**src/design/tss_pkg.sv**
```systemverilog
// Shared constants for the triangle scanline span unit.
// No dependencies; every other design file imports this package.
package tss_pkg;

   localparam int COORD_BITS_DEF = 12;
   localparam int COLOUR_BITS    = 24;

endpackage

```
**src/design/tss_req_if.sv**
```systemverilog
// Request channel of the span unit: three vertices, a row and a colour.
// Depends on tss_pkg.
interface tss_req_if
   import tss_pkg::*;
#(
   parameter int COORD_BITS = COORD_BITS_DEF
) ();

   logic                          valid;
   logic                          ready;
   logic signed [COORD_BITS-1:0]  first_x;
   logic signed [COORD_BITS-1:0]  first_y;
   logic signed [COORD_BITS-1:0]  second_x;
   logic signed [COORD_BITS-1:0]  second_y;
   logic signed [COORD_BITS-1:0]  third_x;
   logic signed [COORD_BITS-1:0]  third_y;
   logic signed [COORD_BITS-1:0]  row;
   logic        [COLOUR_BITS-1:0] fill_colour;

   modport source (
      output valid, first_x, first_y, second_x, second_y, third_x, third_y, row,
             fill_colour,
      input  ready
   );

   modport sink (
      input  valid, first_x, first_y, second_x, second_y, third_x, third_y, row,
             fill_colour,
      output ready
   );

endinterface

```
**src/design/tss_rsp_if.sv**
```systemverilog
// Response channel of the span unit: one fill span per row.
// Depends on tss_pkg.
interface tss_rsp_if
   import tss_pkg::*;
#(
   parameter int COORD_BITS = COORD_BITS_DEF
) ();

   logic                          valid;
   logic                          ready;
   logic                          span_valid;
   logic signed [COORD_BITS-1:0]  span_left;
   logic signed [COORD_BITS-1:0]  span_right;
   logic signed [COORD_BITS-1:0]  span_row;
   logic        [COLOUR_BITS-1:0] span_colour;

   modport source (
      output valid, span_valid, span_left, span_right, span_row, span_colour,
      input  ready
   );

   modport sink (
      input  valid, span_valid, span_left, span_right, span_row, span_colour,
      output ready
   );

endinterface

```
**src/design/triangle_scanline_span_unit.sv**
```systemverilog
// Triangle scanline span unit: sort, edge set-up, multiply, divide, order.
// Depends on tss_pkg, tss_req_if and tss_rsp_if.
//
// Accepts one transaction per clock while the response side does not stall, and
// returns one span per transaction, in order. The pipeline depth is set by the
// restoring divider: both edge divisions run side by side, one
// quotient bit per pipeline stage, after an input register, a vertex sort
// stage, an edge set-up stage and a multiply stage, and before an add stage
// and the output register. All stages advance together; when the response
// side stalls with a span waiting, the whole pipeline holds and the request
// side sees ready low. Rows outside the triangle give span_valid low with a
// zero span, the row and colour still passed through.
module triangle_scanline_span_unit
   import tss_pkg::*;
#(
   parameter int COORD_BITS = COORD_BITS_DEF
) (
   input  logic      clock,
   input  logic      reset,
   tss_req_if.sink   req_chan,
   tss_rsp_if.source rsp_chan
);

   localparam int CB  = COORD_BITS;
   localparam int NST = CB + 6;

   typedef struct packed {
      logic signed [CB-1:0] x;
      logic signed [CB-1:0] y;
   } vtx_type;

   typedef struct packed {
      vtx_type                a;
      vtx_type                b;
      vtx_type                c;
      logic signed [CB-1:0]   row;
      logic [COLOUR_BITS-1:0] colour;
   } tri_type;

   typedef struct packed {
      logic                   hit;
      logic signed [CB-1:0]   row;
      logic [COLOUR_BITS-1:0] colour;
   } side_type;

   typedef struct packed {
      logic signed [CB:0]   dx;
      logic [CB-1:0]        dr;
      logic [CB-1:0]        h;
      logic signed [CB-1:0] xs;
   } edge_type;

   typedef struct packed {
      side_type side;
      edge_type e1;
      edge_type e2;
   } setup_type;

   typedef struct packed {
      logic [CB-1:0]        rem;
      logic [CB-1:0]        low;
      logic [CB-1:0]        quo;
      logic                 neg;
      logic                 flat;
      logic [CB-1:0]        h;
      logic signed [CB-1:0] xs;
   } lane_type;

   typedef struct packed {
      side_type side;
      lane_type l1;
      lane_type l2;
   } div_type;

   typedef struct packed {
      side_type             side;
      logic signed [CB-1:0] e1;
      logic signed [CB-1:0] e2;
   } post_type;

   typedef struct packed {
      logic                   span_valid;
      logic signed [CB-1:0]   span_left;
      logic signed [CB-1:0]   span_right;
      logic signed [CB-1:0]   span_row;
      logic [COLOUR_BITS-1:0] span_colour;
   } out_type;

   logic      advance;
   logic      v_ff [NST];
   tri_type   in_ff, in_in;
   tri_type   sort_ff, sort_in;
   setup_type setup_ff, setup_in;
   div_type   div_ff [CB+1];
   div_type   div_in [CB+1];
   post_type  post_ff, post_in;
   out_type   out_ff, out_in;

   // One long division step: bring down the next numerator bit.
   function automatic lane_type div_step(input lane_type l);
      lane_type    r;
      logic [CB:0] t;
      r = l;
      t = {l.rem, l.low[CB-1]};
      r.low = {l.low[CB-2:0], 1'b0};
      if (t >= {1'b0, l.h}) begin
         r.rem = CB'(t - {1'b0, l.h});
         r.quo = {l.quo[CB-2:0], 1'b1};
      end else begin
         r.rem = t[CB-1:0];
         r.quo = {l.quo[CB-2:0], 1'b0};
      end
      return r;
   endfunction

   // Edge set-up: x step, row offset, height and start x.
   function automatic edge_type edge_setup(input vtx_type p, input vtx_type q,
                                           input logic signed [CB-1:0] r);
      edge_type e;
      logic signed [CB:0] dr_full;
      logic signed [CB:0] h_full;
      e.dx    = (CB+1)'(q.x) - (CB+1)'(p.x);
      dr_full = (CB+1)'(r) - (CB+1)'(p.y);
      h_full  = (CB+1)'(q.y) - (CB+1)'(p.y);
      e.dr    = dr_full[CB-1:0];
      e.h     = h_full[CB-1:0];
      e.xs    = p.x;
      return e;
   endfunction

   // Magnitude times row offset; the upper half seeds the remainder.
   function automatic lane_type lane_init(input edge_type e);
      lane_type       l;
      logic [CB:0]    mag;
      logic [2*CB-1:0] prod;
      mag  = e.dx[CB] ? (CB+1)'(-e.dx) : (CB+1)'(e.dx);
      prod = (2*CB)'(mag[CB-1:0]) * (2*CB)'(e.dr);
      l.rem  = prod[2*CB-1:CB];
      l.low  = prod[CB-1:0];
      l.quo  = '0;
      l.neg  = e.dx[CB];
      l.flat = (e.h == '0);
      l.h    = e.h;
      l.xs   = e.xs;
      return l;
   endfunction

   function automatic logic signed [CB-1:0] lane_end(input lane_type l);
      logic signed [CB:0] qs;
      logic signed [CB:0] sum;
      qs  = l.neg ? -(CB+1)'(l.quo) : (CB+1)'(l.quo);
      sum = (CB+1)'(l.xs) + qs;
      return l.flat ? l.xs : sum[CB-1:0];
   endfunction

   assign advance        = !v_ff[NST-1] || rsp_chan.ready;
   assign req_chan.ready = advance;

   assign in_in.a.x    = req_chan.first_x;
   assign in_in.a.y    = req_chan.first_y;
   assign in_in.b.x    = req_chan.second_x;
   assign in_in.b.y    = req_chan.second_y;
   assign in_in.c.x    = req_chan.third_x;
   assign in_in.c.y    = req_chan.third_y;
   assign in_in.row    = req_chan.row;
   assign in_in.colour = req_chan.fill_colour;

   // Three compare-and-swap steps, swapping only on a strictly smaller y.
   always_comb begin
      vtx_type t;
      t       = in_ff.a;
      sort_in = in_ff;
      if (sort_in.b.y < sort_in.a.y) begin
         t         = sort_in.a;
         sort_in.a = sort_in.b;
         sort_in.b = t;
      end
      if (sort_in.c.y < sort_in.a.y) begin
         t         = sort_in.a;
         sort_in.a = sort_in.c;
         sort_in.c = t;
      end
      if (sort_in.c.y < sort_in.b.y) begin
         t         = sort_in.b;
         sort_in.b = sort_in.c;
         sort_in.c = t;
      end
   end

   always_comb begin
      setup_in.side.hit    = (sort_ff.row >= sort_ff.a.y) && (sort_ff.row <= sort_ff.c.y);
      setup_in.side.row    = sort_ff.row;
      setup_in.side.colour = sort_ff.colour;
      if (sort_ff.row <= sort_ff.b.y) begin
         setup_in.e1 = edge_setup(sort_ff.a, sort_ff.b, sort_ff.row);
      end else begin
         setup_in.e1 = edge_setup(sort_ff.b, sort_ff.c, sort_ff.row);
      end
      setup_in.e2 = edge_setup(sort_ff.a, sort_ff.c, sort_ff.row);
   end

   always_comb begin
      div_in[0].side = setup_ff.side;
      div_in[0].l1   = lane_init(setup_ff.e1);
      div_in[0].l2   = lane_init(setup_ff.e2);
   end

   for (genvar k = 1; k <= CB; k++) begin : g_div
      always_comb begin
         div_in[k].side = div_ff[k-1].side;
         div_in[k].l1   = div_step(div_ff[k-1].l1);
         div_in[k].l2   = div_step(div_ff[k-1].l2);
      end
   end

   always_comb begin
      post_in.side = div_ff[CB].side;
      post_in.e1   = lane_end(div_ff[CB].l1);
      post_in.e2   = lane_end(div_ff[CB].l2);
   end

   // Put the ends in order; drop them to zero off the triangle.
   always_comb begin
      out_in.span_valid  = post_ff.side.hit;
      out_in.span_row    = post_ff.side.row;
      out_in.span_colour = post_ff.side.colour;
      out_in.span_left   = '0;
      out_in.span_right  = '0;
      if (post_ff.side.hit) begin
         if (post_ff.e1 > post_ff.e2) begin
            out_in.span_left  = post_ff.e2;
            out_in.span_right = post_ff.e1;
         end else begin
            out_in.span_left  = post_ff.e1;
            out_in.span_right = post_ff.e2;
         end
      end
   end

   always_ff @(posedge clock) begin
      if (reset) begin
         for (int i = 0; i < NST; i++) begin
            v_ff[i] <= 1'b0;
         end
      end else if (advance) begin
         v_ff[0] <= req_chan.valid;
         for (int i = 1; i < NST; i++) begin
            v_ff[i] <= v_ff[i-1];
         end
      end
   end

   always_ff @(posedge clock) begin
      if (advance) begin
         in_ff    <= in_in;
         sort_ff  <= sort_in;
         setup_ff <= setup_in;
         for (int k = 0; k <= CB; k++) begin
            div_ff[k] <= div_in[k];
         end
         post_ff  <= post_in;
         out_ff   <= out_in;
      end
   end

   assign rsp_chan.valid       = v_ff[NST-1];
   assign rsp_chan.span_valid  = out_ff.span_valid;
   assign rsp_chan.span_left   = out_ff.span_left;
   assign rsp_chan.span_right  = out_ff.span_right;
   assign rsp_chan.span_row    = out_ff.span_row;
   assign rsp_chan.span_colour = out_ff.span_colour;

endmodule
```
**src/flat_wrapper.sv**
```systemverilog
// flat-port wrapper written by rule: the top's interface ports become plain ports
module triangle_scanline_span_unit_flat import tss_pkg::*;
#(
   parameter int COORD_BITS = COORD_BITS_DEF
)
  (clock, reset, req_chan_valid, req_chan_first_x, req_chan_first_y, req_chan_second_x, req_chan_second_y, req_chan_third_x, req_chan_third_y, req_chan_row, req_chan_fill_colour, req_chan_ready, rsp_chan_valid, rsp_chan_span_valid, rsp_chan_span_left, rsp_chan_span_right, rsp_chan_span_row, rsp_chan_span_colour, rsp_chan_ready);
  tss_req_if #(.COORD_BITS(COORD_BITS)) req_chan_i ();
  tss_rsp_if #(.COORD_BITS(COORD_BITS)) rsp_chan_i ();
  input  logic clock;
  input  logic reset;
  input wire logic [$bits(req_chan_i.valid)-1:0] req_chan_valid;
  input wire logic [$bits(req_chan_i.first_x)-1:0] req_chan_first_x;
  input wire logic [$bits(req_chan_i.first_y)-1:0] req_chan_first_y;
  input wire logic [$bits(req_chan_i.second_x)-1:0] req_chan_second_x;
  input wire logic [$bits(req_chan_i.second_y)-1:0] req_chan_second_y;
  input wire logic [$bits(req_chan_i.third_x)-1:0] req_chan_third_x;
  input wire logic [$bits(req_chan_i.third_y)-1:0] req_chan_third_y;
  input wire logic [$bits(req_chan_i.row)-1:0] req_chan_row;
  input wire logic [$bits(req_chan_i.fill_colour)-1:0] req_chan_fill_colour;
  output wire logic [$bits(req_chan_i.ready)-1:0] req_chan_ready;
  output wire logic [$bits(rsp_chan_i.valid)-1:0] rsp_chan_valid;
  output wire logic [$bits(rsp_chan_i.span_valid)-1:0] rsp_chan_span_valid;
  output wire logic [$bits(rsp_chan_i.span_left)-1:0] rsp_chan_span_left;
  output wire logic [$bits(rsp_chan_i.span_right)-1:0] rsp_chan_span_right;
  output wire logic [$bits(rsp_chan_i.span_row)-1:0] rsp_chan_span_row;
  output wire logic [$bits(rsp_chan_i.span_colour)-1:0] rsp_chan_span_colour;
  input wire logic [$bits(rsp_chan_i.ready)-1:0] rsp_chan_ready;
  assign req_chan_i.valid = req_chan_valid;
  assign req_chan_i.first_x = req_chan_first_x;
  assign req_chan_i.first_y = req_chan_first_y;
  assign req_chan_i.second_x = req_chan_second_x;
  assign req_chan_i.second_y = req_chan_second_y;
  assign req_chan_i.third_x = req_chan_third_x;
  assign req_chan_i.third_y = req_chan_third_y;
  assign req_chan_i.row = req_chan_row;
  assign req_chan_i.fill_colour = req_chan_fill_colour;
  assign req_chan_ready = req_chan_i.ready;
  assign rsp_chan_valid = rsp_chan_i.valid;
  assign rsp_chan_span_valid = rsp_chan_i.span_valid;
  assign rsp_chan_span_left = rsp_chan_i.span_left;
  assign rsp_chan_span_right = rsp_chan_i.span_right;
  assign rsp_chan_span_row = rsp_chan_i.span_row;
  assign rsp_chan_span_colour = rsp_chan_i.span_colour;
  assign rsp_chan_i.ready = rsp_chan_ready;
  triangle_scanline_span_unit #(.COORD_BITS(COORD_BITS)) u_core (.clock(clock), .reset(reset), .req_chan(req_chan_i), .rsp_chan(rsp_chan_i));
endmodule
```
**config.mk**
```make
export PLATFORM = sky130hd
export DESIGN_NAME = triangle_scanline_span_unit_flat
export DESIGN_NICKNAME = d
export VERILOG_FILES = /design/src/design/tss_pkg.sv /design/src/design/tss_req_if.sv /design/src/design/tss_rsp_if.sv /design/src/design/triangle_scanline_span_unit.sv /design/src/flat_wrapper.sv
export SDC_FILE = /design/constraint.sdc
export NUM_CORES = 2
export LEC_CHECK = 0
export BUFFER_PORTS_ARGS = -buffer_cell sky130_fd_sc_hd__buf_2
export CORE_AREA = 2 2 453 455
export DETAILED_ROUTE_END_ITERATION = 8
export DIE_AREA = 0 0 455 457
export PLACE_DENSITY = 0.66
export SKIP_LAST_GASP = 1
export SLEW_MARGIN = 10
export SYNTH_ARGS = -nofsm -noshare
export SYNTH_HDL_FRONTEND = slang
export SYNTH_SLANG_ARGS = --single-unit
```
**constraint.sdc**
```tcl
create_clock -name clock -period 120.9 [get_ports clock]
set_input_delay 12.09 -clock clock [delete_from_list [all_inputs] [get_ports clock]]
set_output_delay 12.09 -clock clock [all_outputs]
set_load 0.005 [all_outputs]
```
* Word level (Yosys, flattened, before mapping) *
Memories as Yosys holds them, arrays and structs flattened.
Index checks and enable logic that the tools add are counted.

word-level totals
  bits in registers = 473
  memories = 2
  RAM bits = 2111
  word-level logic and storage cells = 217
  output and inout bits = 63

cells by class
  bitwise logic cells = 18
  order comparisons = 31
  reduce and logical (&&, ||, !) cells = 5
  muxes and demuxes = 84
  $add $sub $neg = 38
  multipliers = 2

memory list
  name           words  width  rd ports  clocked after memory_dff  wr ports  RTL line                           text
  u_core.div_ff  13     161    13        0                         13        triangle_scanline_span_unit.sv:94  div_type div_ff [CB+1];
  u_core.v_ff    18     1      18        0                         18        triangle_scanline_span_unit.sv:90  logic v_ff [NST];

operator list
  kind                             count
  2-to-1 mux 12 bit                30
  subtractor 12 bit                29
  >= comparator 13 x 12 -> 1 bit   24
  2-to-1 mux 48 bit                2
  2-to-1 mux 24 bit                3
  2-to-1 mux 49 bit                1
  multiplier 12 x 12 -> 24 bit     2
  2-to-1 mux 1 bit                 48
  negation 12 bit                  4
  subtractor 12 x 12 -> 13 bit     3
  less-than comparator 12 bit      3
  adder 12 bit                     2
  less-or-equal comparator 12 bit  2
  logical NOT 12 bit               2
  OR 1 bit                         18
  >= comparator 12 bit             1
  > comparator 12 bit              1
  logical AND 1 bit                1
  logical NOT 1 bit                1
  logical OR 1 bit                 1

* Logic depth before layout (Yosys ltp) *
An unclocked memory read counts as a cell.

  word-level depth = 7
  depth in mapped cells = 34
  gate-level depth less buffers = 30

* Worst setup path after synthesis *
No wires, ideal clock.

  path kind = input to output
  from = in rsp_chan_ready
  to = out req_chan_ready
  stages = 1
  slack = 44289 ps
  buffers on the path = 0
  data arrival time = 64521 ps
  data required time = 108810 ps
  cell sequence = nand2b_1

on the way
  cells in the longest elaborated chain, start to end = 1

ends and longest elaborated chain
  what              RTL line                            text
  from (decl)       flat_wrapper.sv:27                  input wire logic [$bits(rsp_chan_i.ready)-1:0] rsp_chan_ready;
  logical OR 1 bit  triangle_scanline_span_unit.sv:156  assign advance = !v_ff[NST-1] || rsp_chan.ready;
  to (decl)         flat_wrapper.sv:20                  output wire logic [$bits(req_chan_i.ready)-1:0] req_chan_ready;

No other way between the ends.

* Final worst setup path *
Same ends and word-level chain as after synthesis.

==> results.cfg <==
[setup_path]
critical_path.most_common_cell = sky130_fd_sc_hd__buf_2
critPathArrivalTime_ps = 12690
crit_path_max_incr_delay_ps = 250
critPathBufInv = 2
cp-startpoint = rsp_chan_ready
cp-start-kind = primary input
criticalPathCategory = primary input to output pin
r2r_start = u_core.in_ff[62]$_DFFE_PN_
cp.required_ps = 108810
path_cells = buf_2, nand2b_4, buf_2
slowest_stage_cell_on_the_critical_path = sky130_fd_sc_hd__nand2b_4
worst_setup_path_end_kind = output pin
timing.critical_path.max_delay_family = buffers and inverters
critical_path_peak_fanout = 3

[clock_network]
postCtsHoldBufs = 0
worst_case_clock_buffer_depth = 3
cts_resized = 0
clkSinkCount = 2224
clock-root-buffer = sky130_fd_sc_hd__clkbuf_16
ctsHtreeMaxLevel = 4
clkLatencyLatePin_ps = 860
clock_tree_from_tritoncts = done
clk_transition_reported_paths_ps = 60
number_of_setup_buffers_added_after_cts = 0
cts_inserted_buffers = 220

[routing]
post_drt_via_cell_ratio = 5.15
postRouteAntennaNets = 0
drt_pass1_iterations = 5
dr_total_vias = 52651
wl_per_cell_um = 16.8
drt-initial-drc-count = 3138
remaining_drc_errors = 0
detail_route.wirelength_um = 172000

[timing]
timing_hold_violations_final = 0
maxSlewViolCount = 0
worst_clock_skew_ps = 69.7
whs_ps = 367
layout_worst_path_cycle_share = 0.205
max-slew-margin-rel = 0.184
accumulated_negative_setup_slack_ps = 0
rsz0062_at_grt = false
tightestPinTransition_ps = 1220
setup_viol = 0
final.min_clock_period_ps = 24780
fmaxAchievable_mhz = 40.4

[logic_synthesis]
syn_area_per_cell_um2 = 14.4
synth-compound-area-share = 0.0617
synth_top_family_by_area = adder cells
multiplexer_area_fraction_after_synthesis = 0.0347
syn_inst = 7016
post_synth_xor_area_fraction = 0.0213
synth.cell_area_um2 = 101000
synth_cell_types = 62
asyncSetResetFlopFracSynth = 0
synth-seq-cells = 2224
seq_area_frac_synth = 0.660
synth.net_count = 7946
post_synth_and_or_nand_nor_area_fraction = 0.0656
synth_warnings = 0
count_of_flip_flops_with_a_built_in_enable_after_synthesis = 2224
synthAdderAreaFrac = 0.118
yosys_most_used_dff = sky130_fd_sc_hd__edfxtp_1

[status]
outcome = finished, final reports clean

[floorplan]
dieArea_um2 = 208000
die_h_um = 457
die_width_um = 455
core_area_um2 = 203000
rows = 166
io_pins = 175
initial_utilization = 0.498

[global_routing]
initial_antenna_violation_count = 4
number_of_global_route_vias_before_repair = 53991
overall_overflow_remaining_after_global_route = 0
grt_pass1_wl_um = 278000
grt_max_degree = 178
groute.usage.overall = 0.166

[placed_design]
gp_routability_congestion = 0.917
hpwl_um = 123000
place.port_buffers = 174

[cells_and_area]
design.final.nets = 8274
fill_cells = 15887
flow.area_growth_from_synthesis_pct = 11.5
drive_gt1_frac = 0.107

[job]
maxCapViolCount = 0

[min_path]
hold_start = u_core.div_ff[0][270]$_DFFE_PN_
min_path_type = flip-flop to flip-flop
stage by stage:
stage          cells  area, µm²  worst slack, ps  utilization
2_1_floorplan   7016     101000            44290            -
3_3_place_gp    9810     105000            96110        0.519
3_5_place_dp    9810     105000            96110        0.519
4_1_cts        10216     113000            96110        0.555
5_1_grt        10218     113000            96110        0.555
6_report       10218     113000            96120        0.555
state kept, by name, indices dropped and copies added, names as in the netlist:
| signal | cells |
|---|---|
| u_core.rsp_chan.span_left | 12 |
| u_core.div_ff | 1733 |
| u_core.rsp_chan.span_colour | 24 |
| u_core.sort_ff | 60 |
| u_core.rsp_chan.span_valid | 1 |
| u_core.div_in | 87 |
| u_core.setup_in | 48 |
| u_core.setup_ff | 48 |
| u_core.out_in | 37 |
| u_core.rsp_chan.span_right | 12 |
| u_core.post_ff | 24 |
| u_core.rsp_chan.span_row | 12 |
| u_core.v_ff | 18 |
| u_core.in_ff | 108 |
logic make-up (layout without fill, tap and decap cells):
| logic type | count (synthesis) | count (layout) |
|---|---|---|
| flops | 2224 | 2224 |
| simple gates | 1382 | 1382 |
| buf+inv | 1029 | 1541 |
| compound gates | 991 | 991 |
| fa+ha+maj | 819 | 819 |
| mux | 325 | 325 |
| xor+xnor | 246 | 246 |
| other cells | 0 | 2 |
path summary, 6_finish.rpt:
kind	cells past startpoint	slack (ps)	end
setup reg to reg	30	111850	u_core.sort_ff[49]$_DFFE_PN_
setup / recovery	3	96120	req_chan_ready
hold / removal	0	370	u_core.div_ff[0][432]$_DFFE_PN_
hold reg to reg	0	370	u_core.div_ff[0][432]$_DFFE_PN_
per-layer routing:
layer  global-route usage  part of all wire  up-vias
met5                    0                 0        -
met2                0.290              0.50      960
met4               0.0684             0.039        0
met3               0.0288             0.037      378
met1                0.204              0.42    25458
li1                     -                 -    25855
Yosys cell counts, types with 9 or more instances:
library cell               number  share of area
sky130_fd_sc_hd__nand3b_1      20         0.0015
sky130_fd_sc_hd__or2_2         28         0.0017
sky130_fd_sc_hd__or3_1         38         0.0023
sky130_fd_sc_hd__a21oi_1      185         0.0091
sky130_fd_sc_hd__o311a_1       23         0.0023
sky130_fd_sc_hd__inv_1        906          0.034
sky130_fd_sc_hd__o31ai_1       69         0.0051
sky130_fd_sc_hd__fa_1         232          0.046
sky130_fd_sc_hd__a211oi_1      54         0.0040
sky130_fd_sc_hd__nand2b_1      53         0.0033
sky130_fd_sc_hd__nand3_1       31         0.0015
sky130_fd_sc_hd__a22oi_1       13        0.00096
sky130_fd_sc_hd__clkbuf_1     113         0.0042
sky130_fd_sc_hd__a21o_1        48         0.0036
sky130_fd_sc_hd__o21ai_0      370          0.018
sky130_fd_sc_hd__nor2b_1      107         0.0066
sky130_fd_sc_hd__nand4_1       82         0.0051
sky130_fd_sc_hd__nor3b_1       24         0.0018
sky130_fd_sc_hd__o21bai_1      10        0.00074
sky130_fd_sc_hd__nand2_1      459          0.017
sky130_fd_sc_hd__mux2i_1      116          0.011
sky130_fd_sc_hd__ha_1         586          0.072
sky130_fd_sc_hd__nor2_1       338          0.013
sky130_fd_sc_hd__nor3_1        35         0.0017
sky130_fd_sc_hd__a31oi_1       14        0.00087
sky130_fd_sc_hd__xor2_1        57         0.0049
sky130_fd_sc_hd__edfxtp_1    2224           0.66
sky130_fd_sc_hd__xnor2_1      189          0.016
sky130_fd_sc_hd__mux2_2       209          0.023
sky130_fd_sc_hd__and2_1       140         0.0087
sky130_fd_sc_hd__a221oi_2      10         0.0015
sky130_fd_sc_hd__a21boi_0     126         0.0093
sky130_fd_sc_hd__nor4_1         9        0.00056
sky130_fd_sc_hd__o21a_1        30         0.0022
cells in the final DEF, fill, tap and decap left out, types with 174 or more instances in the layout:
cell type,synthesis,layout
sky130_fd_sc_hd__edfxtp_1,2224,2224
sky130_fd_sc_hd__inv_1,906,906
sky130_fd_sc_hd__ha_1,586,586
sky130_fd_sc_hd__nand2_1,459,458
sky130_fd_sc_hd__o21ai_0,370,352
sky130_fd_sc_hd__nor2_1,338,338
sky130_fd_sc_hd__fa_1,232,232
sky130_fd_sc_hd__clkbuf_16,0,220
sky130_fd_sc_hd__mux2_2,209,209
sky130_fd_sc_hd__xnor2_1,189,189
sky130_fd_sc_hd__a21oi_1,185,184
sky130_fd_sc_hd__buf_2,5,174
cell type report:
cell class	count	area, µm²	share of cell area
clock buffers	258	5650	0.0500
diodes	2	5.00	0.0000443
well taps	2688	3360	0.0298
multi-input cells	3763	30600	0.271
clock inverters	148	1760	0.0156
inverters	906	3400	0.0301
repair buffers	229	1320	0.0117
flip-flops and latches	2224	66800	0.592
Power is left out: the tool's default activity adds up to more than one toggle a clock period on the data nets, which glitch-free logic cannot reach.
